File: config.mk
export PLATFORM = sky130hd
export DESIGN_NAME = interval_overlap_sweep_flat
export DESIGN_NICKNAME = d
export VERILOG_FILES = /design/src/rtl/core/iosw_pkg.sv /design/src/rtl/core/iosw_in_if.sv /design/src/rtl/core/iosw_out_if.sv /design/src/rtl/core/interval_overlap_sweep.sv /design/src/rtl/core/iosw_ram.sv /design/src/rtl/core/iosw_ctrl.sv /design/src/rtl/core/iosw_dp.sv /design/src/flat_wrapper.sv
export SDC_FILE = /design/constraint.sdc
export NUM_CORES = 1
export LEC_CHECK = 0
export BUFFER_PORTS_ARGS = -buffer_cell sky130_fd_sc_hd__clkbuf_2
export CAP_MARGIN = 40
export CORE_MARGIN = 2
export CORE_UTILIZATION = 25
export CTS_CLUSTER_DIAMETER = 50
export DETAILED_ROUTE_END_ITERATION = 16
export GPL_ROUTABILITY_DRIVEN = 0
export GPL_TIMING_DRIVEN = 0
export PLACE_DENSITY = 0.42
export SYNTH_ARGS = -nofsm -noshare
export SYNTH_HDL_FRONTEND = slang
export SYNTH_SLANG_ARGS = --single-unit
File: constraint.sdc
create_clock -name i_clk -period 5.71 [get_ports i_clk]
set_input_delay 1.142 -clock i_clk [delete_from_list [all_inputs] [get_ports i_clk]]
set_output_delay 1.142 -clock i_clk [all_outputs]
set_load 0.1 [all_outputs]
File: src/rtl/core/iosw_pkg.sv
// ============================================================================
// Interval overlap sweep package
// Shared constants, command and status types of the overlap sweep block.
// ============================================================================
package iosw_pkg;

    // Default sizing of the interval store and the coordinate words.
    localparam int MAX_INTERVALS_DEF = 32;
    localparam int COORD_BITS_DEF    = 16;

    // Width of the signed running count carried by every result word.
    localparam int HC_BITS = 7;

    typedef logic signed [HC_BITS-1:0] t_count;

    // Controller states, one-hot.
    typedef enum logic [2:0] {
        ST_IDLE   = 3'b001,
        ST_SCAN   = 3'b010,
        ST_DECIDE = 3'b100
    } t_state;

    // Commands from the controller to the datapath.
    typedef struct packed {
        logic store;       // write the accepted interval into the store
        logic pass_start;  // rewind the store walk for a new pass
        logic scan;        // walk the store, one entry a cycle
        logic finish;      // act on the result of the finished pass
    } t_ctl_cmd;

    // Status from the datapath to the controller.
    typedef struct packed {
        logic pass_done;   // every stored entry of this pass has been examined
        logic got;         // the pass found a coordinate above the previous one
        logic pend_valid;  // a segment waits to be handed to the output
        logic out_free;    // the output register can take a word this cycle
    } t_dp_stat;

endpackage

File: src/rtl/core/iosw_in_if.sv
// ============================================================================
// Interval input channel
// Valid/ready channel carrying one interval word per handshake.
// ============================================================================
interface iosw_in_if import iosw_pkg::*; #(
    parameter int COORD_BITS = COORD_BITS_DEF
);
    logic                  valid;
    logic                  ready;
    logic [COORD_BITS-1:0] start_year;
    logic [COORD_BITS-1:0] end_year;
    logic                  last_interval;

    modport source (output valid, start_year, end_year, last_interval, input ready);
    modport sink   (input valid, start_year, end_year, last_interval, output ready);
endinterface

File: src/rtl/core/iosw_out_if.sv
// ============================================================================
// Segment output channel
// Valid/ready channel carrying one segment word per handshake.
// ============================================================================
interface iosw_out_if import iosw_pkg::*; #(
    parameter int COORD_BITS = COORD_BITS_DEF
);
    logic                  valid;
    logic                  ready;
    logic [COORD_BITS-1:0] seg_start;
    logic [COORD_BITS-1:0] seg_end;
    t_count                headcount;
    logic                  last_segment;
    logic                  overflow;

    modport source (output valid, seg_start, seg_end, headcount, last_segment, overflow,
                    input ready);
    modport sink   (input valid, seg_start, seg_end, headcount, last_segment, overflow,
                    output ready);
endinterface

File: src/rtl/core/interval_overlap_sweep.sv
// ============================================================================
// Interval overlap sweep
// Collects intervals and, on the last of a batch, emits the overlap count of
// every segment between consecutive distinct coordinates.
// ============================================================================
//
//  Channel  Direction  Word                                   Handshake
//  i_in     in         start_year, end_year, last_interval    valid/ready
//  o_out    out        seg_start, seg_end, headcount,         valid/ready
//                      last_segment, overflow
//
// Intervals load at one word per cycle while the block is idle.
// After the last interval, each pass over the N stored intervals issues one
// RAM read per cycle, folds each registered read, sees the end of the pass
// and ends in a decision step; a batch with K distinct coordinates takes
// K + 1 passes and gives K - 1 words.
// The input is held off from the last interval until the final word is in the
// output register; a stalled output holds the sweep at its decision cycle.
// Reset is synchronous and empties the store at once; no clearing pass.
//
module interval_overlap_sweep import iosw_pkg::*; #(
    parameter int MAX_INTERVALS = MAX_INTERVALS_DEF,
    parameter int COORD_BITS    = COORD_BITS_DEF
) (
    input  logic              i_clk,
    input  logic              i_rst_n,
    iosw_in_if.sink           i_in,
    iosw_out_if.source        o_out
);

    t_ctl_cmd cmd;
    t_dp_stat stat;
    logic     in_ready;

    // Sequencing of load, passes and hand-off.
    iosw_ctrl u_ctrl (
        .i_clk      (i_clk),
        .i_rst_n    (i_rst_n),
        .i_in_valid (i_in.valid),
        .i_in_last  (i_in.last_interval),
        .i_stat     (stat),
        .o_in_ready (in_ready),
        .o_cmd      (cmd)
    );

    assign i_in.ready = in_ready;

    // Store, search and output register.
    iosw_dp #(
        .MAX_INTERVALS (MAX_INTERVALS),
        .COORD_BITS    (COORD_BITS)
    ) u_dp (
        .i_clk          (i_clk),
        .i_rst_n        (i_rst_n),
        .i_cmd          (cmd),
        .o_stat         (stat),
        .i_start_year   (i_in.start_year),
        .i_end_year     (i_in.end_year),
        .i_out_ready    (o_out.ready),
        .o_out_valid    (o_out.valid),
        .o_seg_start    (o_out.seg_start),
        .o_seg_end      (o_out.seg_end),
        .o_headcount    (o_out.headcount),
        .o_last_segment (o_out.last_segment),
        .o_overflow     (o_out.overflow)
    );

endmodule

File: src/rtl/core/iosw_ram.sv
// ============================================================================
// Generic single-port-write RAM
// One write port and one read port with a registered read.
// ============================================================================
module iosw_ram #(
    parameter int  WIDTH = 16,
    parameter int  DEPTH = 32,
    localparam int AW    = (DEPTH > 1) ? $clog2(DEPTH) : 1
) (
    input  logic             i_clk,
    input  logic             i_we,
    input  logic [AW-1:0]    i_waddr,
    input  logic [WIDTH-1:0] i_wdata,
    input  logic [AW-1:0]    i_raddr,
    output logic [WIDTH-1:0] o_rdata
);

    logic [WIDTH-1:0] r_mem [DEPTH];
    logic [WIDTH-1:0] r_rdata;

    // Write port and registered read port.
    always_ff @(posedge i_clk) begin
        if (i_we) begin
            r_mem[i_waddr] <= i_wdata;
        end
        r_rdata <= r_mem[i_raddr];
    end

    assign o_rdata = r_rdata;

endmodule

File: src/rtl/core/iosw_ctrl.sv
// ============================================================================
// Interval overlap sweep controller
// Sequences loading, store passes and segment hand-off.
// ============================================================================
module iosw_ctrl import iosw_pkg::*; (
    input  logic     i_clk,
    input  logic     i_rst_n,
    input  logic     i_in_valid,
    input  logic     i_in_last,
    input  t_dp_stat i_stat,
    output logic     o_in_ready,
    output t_ctl_cmd o_cmd
);

    t_state r_state;
    t_state n_state;

    // Next state and commands.
    always_comb begin
        n_state    = r_state;
        o_cmd      = '0;
        o_in_ready = 1'b0;
        unique case (r_state)
            ST_IDLE: begin
                o_in_ready = 1'b1;
                if (i_in_valid) begin
                    o_cmd.store = 1'b1;
                    if (i_in_last) begin
                        o_cmd.pass_start = 1'b1;
                        n_state          = ST_SCAN;
                    end
                end
            end
            ST_SCAN: begin
                o_cmd.scan = 1'b1;
                if (i_stat.pass_done) begin
                    n_state = ST_DECIDE;
                end
            end
            ST_DECIDE: begin
                // A waiting segment may only move on once the output has room.
                if (!i_stat.pend_valid || i_stat.out_free) begin
                    o_cmd.finish = 1'b1;
                    if (i_stat.got) begin
                        o_cmd.pass_start = 1'b1;
                        n_state          = ST_SCAN;
                    end else begin
                        n_state = ST_IDLE;
                    end
                end
            end
            default: begin
                n_state = ST_IDLE;
            end
        endcase
    end

    // State register.
    always_ff @(posedge i_clk) begin
        if (!i_rst_n) begin
            r_state <= ST_IDLE;
        end else begin
            r_state <= n_state;
        end
    end

endmodule

File: src/rtl/core/iosw_dp.sv
// ============================================================================
// Interval overlap sweep datapath
// Interval store, minimum search per pass, running count and output word.
// ============================================================================
module iosw_dp import iosw_pkg::*; #(
    parameter int MAX_INTERVALS = MAX_INTERVALS_DEF,
    parameter int COORD_BITS    = COORD_BITS_DEF
) (
    input  logic                  i_clk,
    input  logic                  i_rst_n,
    input  t_ctl_cmd              i_cmd,
    output t_dp_stat              o_stat,
    input  logic [COORD_BITS-1:0] i_start_year,
    input  logic [COORD_BITS-1:0] i_end_year,
    input  logic                  i_out_ready,
    output logic                  o_out_valid,
    output logic [COORD_BITS-1:0] o_seg_start,
    output logic [COORD_BITS-1:0] o_seg_end,
    output t_count                o_headcount,
    output logic                  o_last_segment,
    output logic                  o_overflow
);

    localparam int AW = (MAX_INTERVALS > 1) ? $clog2(MAX_INTERVALS) : 1;
    localparam int CW = $clog2(MAX_INTERVALS + 1);

    // Fill and walk state.
    logic [CW-1:0]         r_count;
    logic                  r_dropped;
    logic [CW-1:0]         r_addr;
    logic                  r_rd_pend;

    // Result of the current pass.
    logic                  r_got;
    logic [COORD_BITS-1:0] r_best;
    t_count                r_d;

    // Sweep position.
    logic                  r_have_prev;
    logic [COORD_BITS-1:0] r_prev;
    t_count                r_sum;

    // Segment waiting to learn whether it is the final one.
    logic                  r_pend_valid;
    logic [COORD_BITS-1:0] r_pend_start;
    logic [COORD_BITS-1:0] r_pend_end;
    t_count                r_pend_count;

    // Output register.
    logic                  r_out_valid;
    logic [COORD_BITS-1:0] r_seg_start;
    logic [COORD_BITS-1:0] r_seg_end;
    t_count                r_headcount;
    logic                  r_last_segment;
    logic                  r_overflow;

    logic                  room;
    logic                  ram_we;
    logic                  rd_issue;
    logic                  out_free;
    logic [COORD_BITS-1:0] rd_start;
    logic [COORD_BITS-1:0] rd_end;
    logic                  n_got;
    logic [COORD_BITS-1:0] n_best;
    t_count                n_d;

    assign room     = (r_count < CW'(MAX_INTERVALS));
    assign ram_we   = i_cmd.store && room;
    assign rd_issue = (r_addr < r_count);
    assign out_free = !r_out_valid || i_out_ready;

    // Interval store, one RAM for each coordinate.
    iosw_ram #(.WIDTH(COORD_BITS), .DEPTH(MAX_INTERVALS)) u_start_ram (
        .i_clk   (i_clk),
        .i_we    (ram_we),
        .i_waddr (r_count[AW-1:0]),
        .i_wdata (i_start_year),
        .i_raddr (r_addr[AW-1:0]),
        .o_rdata (rd_start)
    );

    iosw_ram #(.WIDTH(COORD_BITS), .DEPTH(MAX_INTERVALS)) u_end_ram (
        .i_clk   (i_clk),
        .i_we    (ram_we),
        .i_waddr (r_count[AW-1:0]),
        .i_wdata (i_end_year),
        .i_raddr (r_addr[AW-1:0]),
        .o_rdata (rd_end)
    );

    // Fold one stored interval into the pass: the smallest coordinate above
    // the previous one, with starts minus ends found at that coordinate.
    always_comb begin
        logic ok_a;
        logic ok_b;
        ok_a   = !r_have_prev || (rd_start > r_prev);
        ok_b   = !r_have_prev || (rd_end > r_prev);
        n_got  = r_got;
        n_best = r_best;
        n_d    = r_d;
        if (ok_a && (!n_got || rd_start < n_best)) begin
            n_got  = 1'b1;
            n_best = rd_start;
            n_d    = t_count'(1);
        end else if (ok_a && rd_start == n_best) begin
            n_d = n_d + t_count'(1);
        end
        if (ok_b && (!n_got || rd_end < n_best)) begin
            n_got  = 1'b1;
            n_best = rd_end;
            n_d    = t_count'(-1);
        end else if (ok_b && rd_end == n_best) begin
            n_d = n_d - t_count'(1);
        end
    end

    // Control registers.
    always_ff @(posedge i_clk) begin
        if (!i_rst_n) begin
            r_count      <= '0;
            r_dropped    <= 1'b0;
            r_addr       <= '0;
            r_rd_pend    <= 1'b0;
            r_got        <= 1'b0;
            r_have_prev  <= 1'b0;
            r_sum        <= '0;
            r_pend_valid <= 1'b0;
            r_out_valid  <= 1'b0;
        end else begin
            // Loading: intervals beyond capacity only mark the batch.
            if (i_cmd.store) begin
                if (room) begin
                    r_count <= r_count + CW'(1);
                end else begin
                    r_dropped <= 1'b1;
                end
            end

            // Store walk: issue one read a cycle, fold the data in the cycle after its read.
            if (i_cmd.scan) begin
                r_rd_pend <= rd_issue;
                if (rd_issue) begin
                    r_addr <= r_addr + CW'(1);
                end
                if (r_rd_pend) begin
                    r_got <= n_got;
                end
            end

            if (i_cmd.pass_start) begin
                r_addr    <= '0;
                r_rd_pend <= 1'b0;
                r_got     <= 1'b0;
            end

            // Output valid: loaded with the waiting segment, cleared when taken.
            if (i_cmd.finish && r_pend_valid) begin
                r_out_valid <= 1'b1;
            end else if (i_out_ready) begin
                r_out_valid <= 1'b0;
            end

            // End of pass: advance the sweep, or close the batch.
            if (i_cmd.finish) begin
                if (r_got) begin
                    r_pend_valid <= r_have_prev;
                    r_have_prev  <= 1'b1;
                    r_sum        <= r_sum + r_d;
                end else begin
                    r_count      <= '0;
                    r_dropped    <= 1'b0;
                    r_have_prev  <= 1'b0;
                    r_pend_valid <= 1'b0;
                    r_sum        <= '0;
                end
            end
        end
    end

    // Payload registers.
    always_ff @(posedge i_clk) begin
        if (i_cmd.scan && r_rd_pend) begin
            r_best <= n_best;
            r_d    <= n_d;
        end
        if (i_cmd.finish && r_got) begin
            r_prev       <= r_best;
            r_pend_start <= r_prev;
            r_pend_end   <= r_best;
            r_pend_count <= r_sum;
        end
        if (i_cmd.finish && r_pend_valid) begin
            r_seg_start    <= r_pend_start;
            r_seg_end      <= r_pend_end;
            r_headcount    <= r_pend_count;
            r_last_segment <= !r_got;
            r_overflow     <= r_dropped;
        end
    end

    // Status towards the controller.
    always_comb begin
        o_stat.pass_done  = !rd_issue && !r_rd_pend;
        o_stat.got        = r_got;
        o_stat.pend_valid = r_pend_valid;
        o_stat.out_free   = out_free;
    end

    assign o_out_valid    = r_out_valid;
    assign o_seg_start    = r_seg_start;
    assign o_seg_end      = r_seg_end;
    assign o_headcount    = r_headcount;
    assign o_last_segment = r_last_segment;
    assign o_overflow     = r_overflow;

endmodule

File: src/flat_wrapper.sv
// flat-port wrapper written by rule: the top's interface ports become plain ports
module interval_overlap_sweep_flat import iosw_pkg::*;
#(
    parameter int MAX_INTERVALS = MAX_INTERVALS_DEF,
    parameter int COORD_BITS    = COORD_BITS_DEF
)
  (i_clk, i_rst_n, i_in_valid, i_in_start_year, i_in_end_year, i_in_last_interval, i_in_ready, o_out_valid, o_out_seg_start, o_out_seg_end, o_out_headcount, o_out_last_segment, o_out_overflow, o_out_ready);
  iosw_in_if #(.COORD_BITS(COORD_BITS)) i_in_i ();
  iosw_out_if #(.COORD_BITS(COORD_BITS)) o_out_i ();
  input  logic i_clk;
  input  logic i_rst_n;
  input wire logic [$bits(i_in_i.valid)-1:0] i_in_valid;
  input wire logic [$bits(i_in_i.start_year)-1:0] i_in_start_year;
  input wire logic [$bits(i_in_i.end_year)-1:0] i_in_end_year;
  input wire logic [$bits(i_in_i.last_interval)-1:0] i_in_last_interval;
  output wire logic [$bits(i_in_i.ready)-1:0] i_in_ready;
  output wire logic [$bits(o_out_i.valid)-1:0] o_out_valid;
  output wire logic [$bits(o_out_i.seg_start)-1:0] o_out_seg_start;
  output wire logic [$bits(o_out_i.seg_end)-1:0] o_out_seg_end;
  output wire logic [$bits(o_out_i.headcount)-1:0] o_out_headcount;
  output wire logic [$bits(o_out_i.last_segment)-1:0] o_out_last_segment;
  output wire logic [$bits(o_out_i.overflow)-1:0] o_out_overflow;
  input wire logic [$bits(o_out_i.ready)-1:0] o_out_ready;
  assign i_in_i.valid = i_in_valid;
  assign i_in_i.start_year = i_in_start_year;
  assign i_in_i.end_year = i_in_end_year;
  assign i_in_i.last_interval = i_in_last_interval;
  assign i_in_ready = i_in_i.ready;
  assign o_out_valid = o_out_i.valid;
  assign o_out_seg_start = o_out_i.seg_start;
  assign o_out_seg_end = o_out_i.seg_end;
  assign o_out_headcount = o_out_i.headcount;
  assign o_out_last_segment = o_out_i.last_segment;
  assign o_out_overflow = o_out_i.overflow;
  assign o_out_i.ready = o_out_ready;
  interval_overlap_sweep #(.MAX_INTERVALS(MAX_INTERVALS), .COORD_BITS(COORD_BITS)) u_core (.i_clk(i_clk), .i_rst_n(i_rst_n), .i_in(i_in_i), .o_out(o_out_i));
endmodule
==> results of run 1 <==
-- kinds of logic (layout without fill, tap and decap cells) --
group / Yosys count / after routing
and+or+nand+nor: 190 / 190
buffers and inverters: 152 / 598
other: 0 / 2
DFF: 1187 / 1187
AOI/OAI and AO/OA: 117 / 117
muxes: 387 / 387
xor gates and xnor gates: 24 / 24
adders and majority gates: 83 / 83
-- what timing repair did --
item                       in CTS  in global routing
setup endpoints to repair       0                 19
setup buffers                   0                  0
gates resized for setup         0                  3
-- state kept, by name (all words and copies together), names as in the netlist, 7 cells and up --
signal	flops
u_core.u_dp.o_headcount	7
u_core.u_dp.o_seg_end	16
u_core.u_dp.o_seg_start	16
u_core.u_dp.r_best	16
u_core.u_dp.r_d	7
u_core.u_dp.r_pend_count	7
u_core.u_dp.r_pend_end	16
u_core.u_dp.r_pend_start	16
u_core.u_dp.r_sum	7
u_core.u_dp.u_end_ram.o_rdata	16
u_core.u_dp.u_end_ram.r_mem	512
u_core.u_dp.u_start_ram.o_rdata	16
u_core.u_dp.u_start_ram.r_mem	512
-- per-stage QoR --
step,area [um^2],std cells
2_1_floorplan,46600,2140
3_3_place_gp,50100,4699
3_5_place_dp,52400,4813
4_1_cts,57200,5066
5_1_grt,57200,5066
6_report,57200,5068
-- per-layer routing --
layer / wire (um) / GRT usage
met5: 19 / 0
met4: 3990 / 0.0465
met3: 7090 / 0.0292
met2: 60900 / 0.217
met1: 55200 / 0.175
-- cell type report --
class	instances	share of cell area
Tap cell	2480	0.0542
Inverter	62	0.00431
Clock inverter	83	0.0190
Sequential cell	1187	0.612
Clock buffer	170	0.0654
Buffer	90	0.00606
Multi-Input combinational cell	801	0.196
Timing Repair Buffer	193	0.0424
Antenna cell	2	0.0000874
-- synth_stat cells, types with 6 or more instances --
library cell  count
and2_1            6
nand4_1          15
ha_1             82
edfxtp_1       1127
xnor2_1          17
xor2_1            7
nor3_1           10
clkbuf_1         65
o21ai_0          13
nand2_1          29
nand3_1          27
mux4_2          320
mux2_2           34
a211oi_1          6
mux2i_1          33
inv_1            60
buf_1            20
nor2_1           60
a21oi_1          30
nand2b_1          6
a21boi_0         10
nor2b_1          11
dfxtp_1          60
a21o_1           15
-- power breakdown --
part	internal (uW)	total, uW	switching [uW]
registers	9610	9660	51.4
clock network	5450	9230	3780
logic	206	613	407
total	15300	19500	4240
-- cells in the final DEF (no fill, tap or decap), drive strengths merged, types with 7 or more instances in the layout --
| cell | instances |
|---|---|
| a21boi | 11 |
| a21o | 16 |
| a21oi | 31 |
| buf | 139 |
| bufinv | 16 |
| clkbuf | 314 |
| clkinv | 45 |
| clkinvlp | 7 |
| dfxtp | 60 |
| edfxtp | 1127 |
| ha | 82 |
| inv | 77 |
| mux2 | 34 |
| mux2i | 33 |
| mux4 | 320 |
| nand2 | 29 |
| nand3 | 27 |
| nand4 | 17 |
| nor2 | 60 |
| nor2b | 11 |
| nor3 | 10 |
| o21ai | 16 |
| xnor2 | 17 |
| xor2 | 7 |
-- final timing paths --
path,from,end,slack (ns),depth (start not counted)
worst min-delay path,u_core.u_dp.r_pend_start[8],u_core.u_dp.o_seg_start[8],0.41,0
worst max-delay path,u_core.u_dp.r_pend_end[6],u_core.u_dp.r_best[9],0.26,19
worst min register to register,u_core.u_dp.r_pend_start[8],u_core.u_dp.o_seg_start[8],0.41,0
worst max register to register,u_core.u_dp.r_pend_end[6],u_core.u_dp.r_best[9],0.26,19
==> impl_metrics.toml, run 1 <==
[outcome]
status = "complete, no violations"

[grt]
first_global_vias = 24100
grt_max_degree = 41
grt_pass1_wl_mm = 179
antenna_found_initial = 11
track_usage = 0.133
overflow = 0

[pwr]
power_uw = 19500
p_leak_uw = 0.0177
ir_worst_vdd_uv = 192
pwr_density_cell_mw_per_mm2 = 341

[worst_setup_path]
cp.required_ns = 6.20
crit_path_start_kind = "flop"
cp_max_fo = 10
critPathSlowestCell = "o21ai_0"
crit_chain = "inv_1, ha_1, a21oi_1, a21boi_0, o21ai_0, a31oi_2, nand3_1, buf_2, mux2i_1, ha_1, nor2b_1, nor3_1, o21ai_0, a311oi_1, o22ai_1, a211oi_2, o21ai_2, buf_2, mux2i_1"
crit_family = "compound AO/OA/AOI/OAI gates"
cp.arrival_ns = 5.93
path_class = "reg -> reg"
cp_slowest_stage_delay_ns = 0.57
cp-end-kind = "flop"
crit_buf_inv = 3

[logic_synthesis]
ys_warn_count = 0
synth_compound_area_frac = 0.0176
synth-seq-area-share = 0.752
synth_top_family_by_area = "multiplexers"
synth_top_area_frac = 0.726
synth_fa_ha_area_frac = 0.0224
synth_edf_count = 1127
syn_area_mm2 = 0.0466
synthSimpleGateAreaFrac = 0.0209
ys_seq_elements = 1187
synthArstFlopShare = 0
syn_inst = 2140
synth.distinct_cells = 62
synth_area_leader_cell = "edfxtp_1"
synth_mux_area_frac = 0.170
synth_xor_area_frac = 0.00451
ys_top_cells_by_area = "edfxtp_1 73%, mux4_2 15%, dfxtp_1 2.6%, ha_1 2.2%, mux2_2 0.82%"
postSynthAreaPerCell_um2 = 21.8
synthFlopType = "edfxtp_1"
synth_nets = 2260

[sta]
hold_viol_final = 0
setup_ws_ns = 0.263
period_needed_ns = 5.45
worstMarginPinSlew_ns = 0.917
setup_tns_ns = 0
setup_violations = 0
whs_ns = 0.410
fmax_mhz = 184
slew-limit-headroom = 0.387
fin_skew_ns = 0.0283
finalCritPeriodShare = 0.954
slew_violations = 0

[layout]
drive_gt1_frac = 0.319
num-nets-final = 2597
postLayoutCoreUtil = 0.309
regArea_mm2 = 0.0350
multi_input_area_mm2 = 0.0112
synthToLayoutAreaGrowth_pct = 22.8
fillerInstances = 17800

[clocking]
clkSinkCount = 1187
root_buffer = "clkbuf_16"
cts_max_path_buffers = 3
tritoncts = "yes"
path_clk_slew_ns = 0.06
htreeDepth = 4
postCtsHoldBufs = 0
cts-buffers-inserted = 142
clk_latency_ns = 0.78

[place]
portBuffers = 79
hpwl_mm = 90.3
pre_cts_slack_ns = 0.153

[route]
drtIter0Drc = 2104
drt_wl_total_mm = 127
ant_nets = 0
dr.pass1.iters = 6
drc_errors = 0
avgRoutedWirePerCell_um = 25.1
via_per_inst = 4.48
num_vias = 22700

[flow_run]
cap_violations = 0

[floorplanning]
die_h_um = 436
ios = 80
fp.dieW_um = 436
core_mm2 = 0.185
rows = 158
dieArea_mm2 = 0.190
start_util = 0.252

[hold_path]
hold_class = "reg -> reg"
Note: power is estimated with default switching activity, not from simulation.
==> run 2, diff against run 1 <==
Settings changed: ABC_AREA set to 1.
==> run 2 against run 1 <==
Effect of this change: clock-buffer cell count is 3 higher; synthesized cell count increased by 70%; sequential share of layout area down 0.54 points; via count up 39%; largest power group unchanged; setup slack improved by 1.2 ns; worst hold slack improved by 0.0059 ns; power grew 14%; critical endpoint is now u_core.u_dp.r_d[3]; design area up 0.89%.
==> impl_metrics.toml, run 2 <==
[outcome]
status = "complete, no violations"

[route]
dr.pass1.iters = 5
drt_wl_total_mm = 172
num_vias = 31600
ant_nets = 0
avgRoutedWirePerCell_um = 26.2
via_per_inst = 4.81
drtIter0Drc = 3017
drc_errors = 0

[layout]
num-nets-final = 4063
final_cells = 6574
drive_gt1_frac = 0.130
final_common_cell = "edfxtp_1"
final_cell_mix = "1127 x edfxtp_1, 583 x nor2_1, 462 x o21ai_0"
postLayoutCoreUtil = 0.305
synthToLayoutAreaGrowth_pct = 21.4
reg.largest.list = "u_core.u_dp.u_end_ram.r_mem x512, u_core.u_dp.u_start_ram.r_mem x512"

[pwr]
p_leak_uw = 0.0190
power_uw = 22300
pwr_density_cell_mw_per_mm2 = 386
ir_worst_vdd_uv = 337

[clocking]
cts_setup_buffers = 0
cts-buffers-inserted = 151
clkSinkCount = 1187
clk_latency_ns = 0.80
path_clk_slew_ns = 0.05
tritoncts = "yes"
postCtsHoldBufs = 0
cts_max_path_buffers = 3
root_buffer = "clkbuf_16"
htreeDepth = 4
cts_resized = 0

[logic_synthesis]
ys_top_cells_by_area = "edfxtp_1 71%, nor2_1 4.9%, o21ai_0 4.9%, dfxtp_1 2.5%, o22ai_1 2.2%"
synth_edf_count = 1127
syn_area_mm2 = 0.0476
synth_area_leader_cell = "edfxtp_1"
ys_seq_elements = 1187
ys_top_cells_by_count = "1127 x edfxtp_1, 616 x nor2_1, 462 x o21ai_0"
synthFlopType = "edfxtp_1"
synth_top_area_frac = 0.712
syn_inst = 3635
synth_nets = 3755
synth-seq-area-share = 0.737
ys_warn_count = 0
synth.distinct_cells = 52
postSynthAreaPerCell_um2 = 13.1
synth.most_common_cell = "edfxtp_1"
synthArstFlopShare = 0

[sta]
slew-limit-headroom = 0.373
worstMarginPinSlew_ns = 0.941
fin_skew_ns = 0.0317
setup_violations = 0
finalCritPeriodShare = 0.740
fmax_mhz = 237
rsz0062_at_grt = "no"
setup_ws_ns = 1.49
hold_viol_final = 0
period_needed_ns = 4.22
slew_violations = 0

[worst_setup_path]
crit_path_start_kind = "flop"
path_class = "reg -> reg"
cp.required_ns = 6.22
cp-end-kind = "flop"
cp.arrival_ns = 4.74
cp_max_fo = 10

[place]
portBuffers = 79
hpwl_mm = 120
dp.cells = 6300
pre_cts_slack_ns = 1.41

[hold_path]
hold_class = "reg -> reg"

[grt]
grt_max_degree = 33
track_usage = 0.174
antenna_found_initial = 18
grt_pass1_wl_mm = 238
overflow = 0
first_global_vias = 30200

[floorplanning]
start_util = 0.251
rows = 160
fp.dieW_um = 440
die_h_um = 440
ios = 80
core_mm2 = 0.190
dieArea_mm2 = 0.194

[flow_run]
cap_violations = 0
[run 2: critical path, stage by stage (launching register included)]
cell,delay (ns)
edfxtp_1,0.43
inv_1,0.12
ha_1,0.26
a21oi_1,0.17
nand2_1,0.08
a21oi_1,0.22
nand2_1,0.10
nand2_2,0.12
nand2_4,0.09
nand2_4,0.12
buf_2,0.26
nor2_1,0.08
a21oi_2,0.12
inv_2,0.06
ha_1,0.28
nand2_1,0.05
nor2_1,0.29
nand2_1,0.13
a31oi_1,0.27
o22ai_2,0.13
nand2_1,0.12
buf_6,0.17
buf_6,0.18
nand3_1,0.10
[run 2: per-layer routing]
layer / vias up / routed length, um / track usage
met3: 247 / 11200 / 0.0332
met4: 20 / 5270 / 0.0583
met5: - / 117 / 0
met2: 1041 / 79600 / 0.278
li1: 14200 / - / -
met1: 16100 / 75800 / 0.237
[run 2: final cells by class]
cell class              count  area (um^2)
well taps                2511         3140
flip-flops and latches   1187        35000
fillers                 19100       132000
inverters                 133          499
multi-input cells        2095        11200
plain buffers             220         1060
clock buffers             173         3910
diodes                      1         2.50
repair buffers            155         1840
clock inverters            99         1030
[run 2: report_power, final]
part	switching, uW	internal [uW]	total, uW
sequential	135	9790	9930
combinational	2130	773	2900
clock	3900	5560	9460
[run 2: path summary, 6_finish.rpt]
kind | cells after the start | startpoint | slack, ns | end
setup / recovery | 23 | u_core.u_dp.r_pend_end[11] | 1.49 | u_core.u_dp.r_d[3]
hold / removal | 0 | u_core.u_dp.r_pend_count[4] | 0.42 | u_core.u_dp.o_headcount[4]
setup reg to reg | 23 | u_core.u_dp.r_pend_end[11] | 1.49 | u_core.u_dp.r_d[3]
hold reg to reg | 0 | u_core.u_dp.r_pend_count[4] | 0.42 | u_core.u_dp.o_headcount[4]
[run 2: cells by family after synthesis]
kind of cell | share of synthesized area
xor+xnor | 0.000737
simple gates | 0.0912
flops | 0.737
fa+ha+maj | 0.0220
buf+inv | 0.0328
compound gates | 0.117
[run 2: metrics by stage]
step | cell area, um^2 | hold WS (ns) | setup TNS (ns)
6_report | 57700 | 0.416 | 0
2_1_floorplan | 47600 | 0.400 | 0
4_1_cts | 57700 | 0.416 | 0
3_3_place_gp | 51100 | 0.402 | -275.07
3_5_place_dp | 52800 | 0.405 | 0
5_1_grt | 57700 | 0.425 | 0
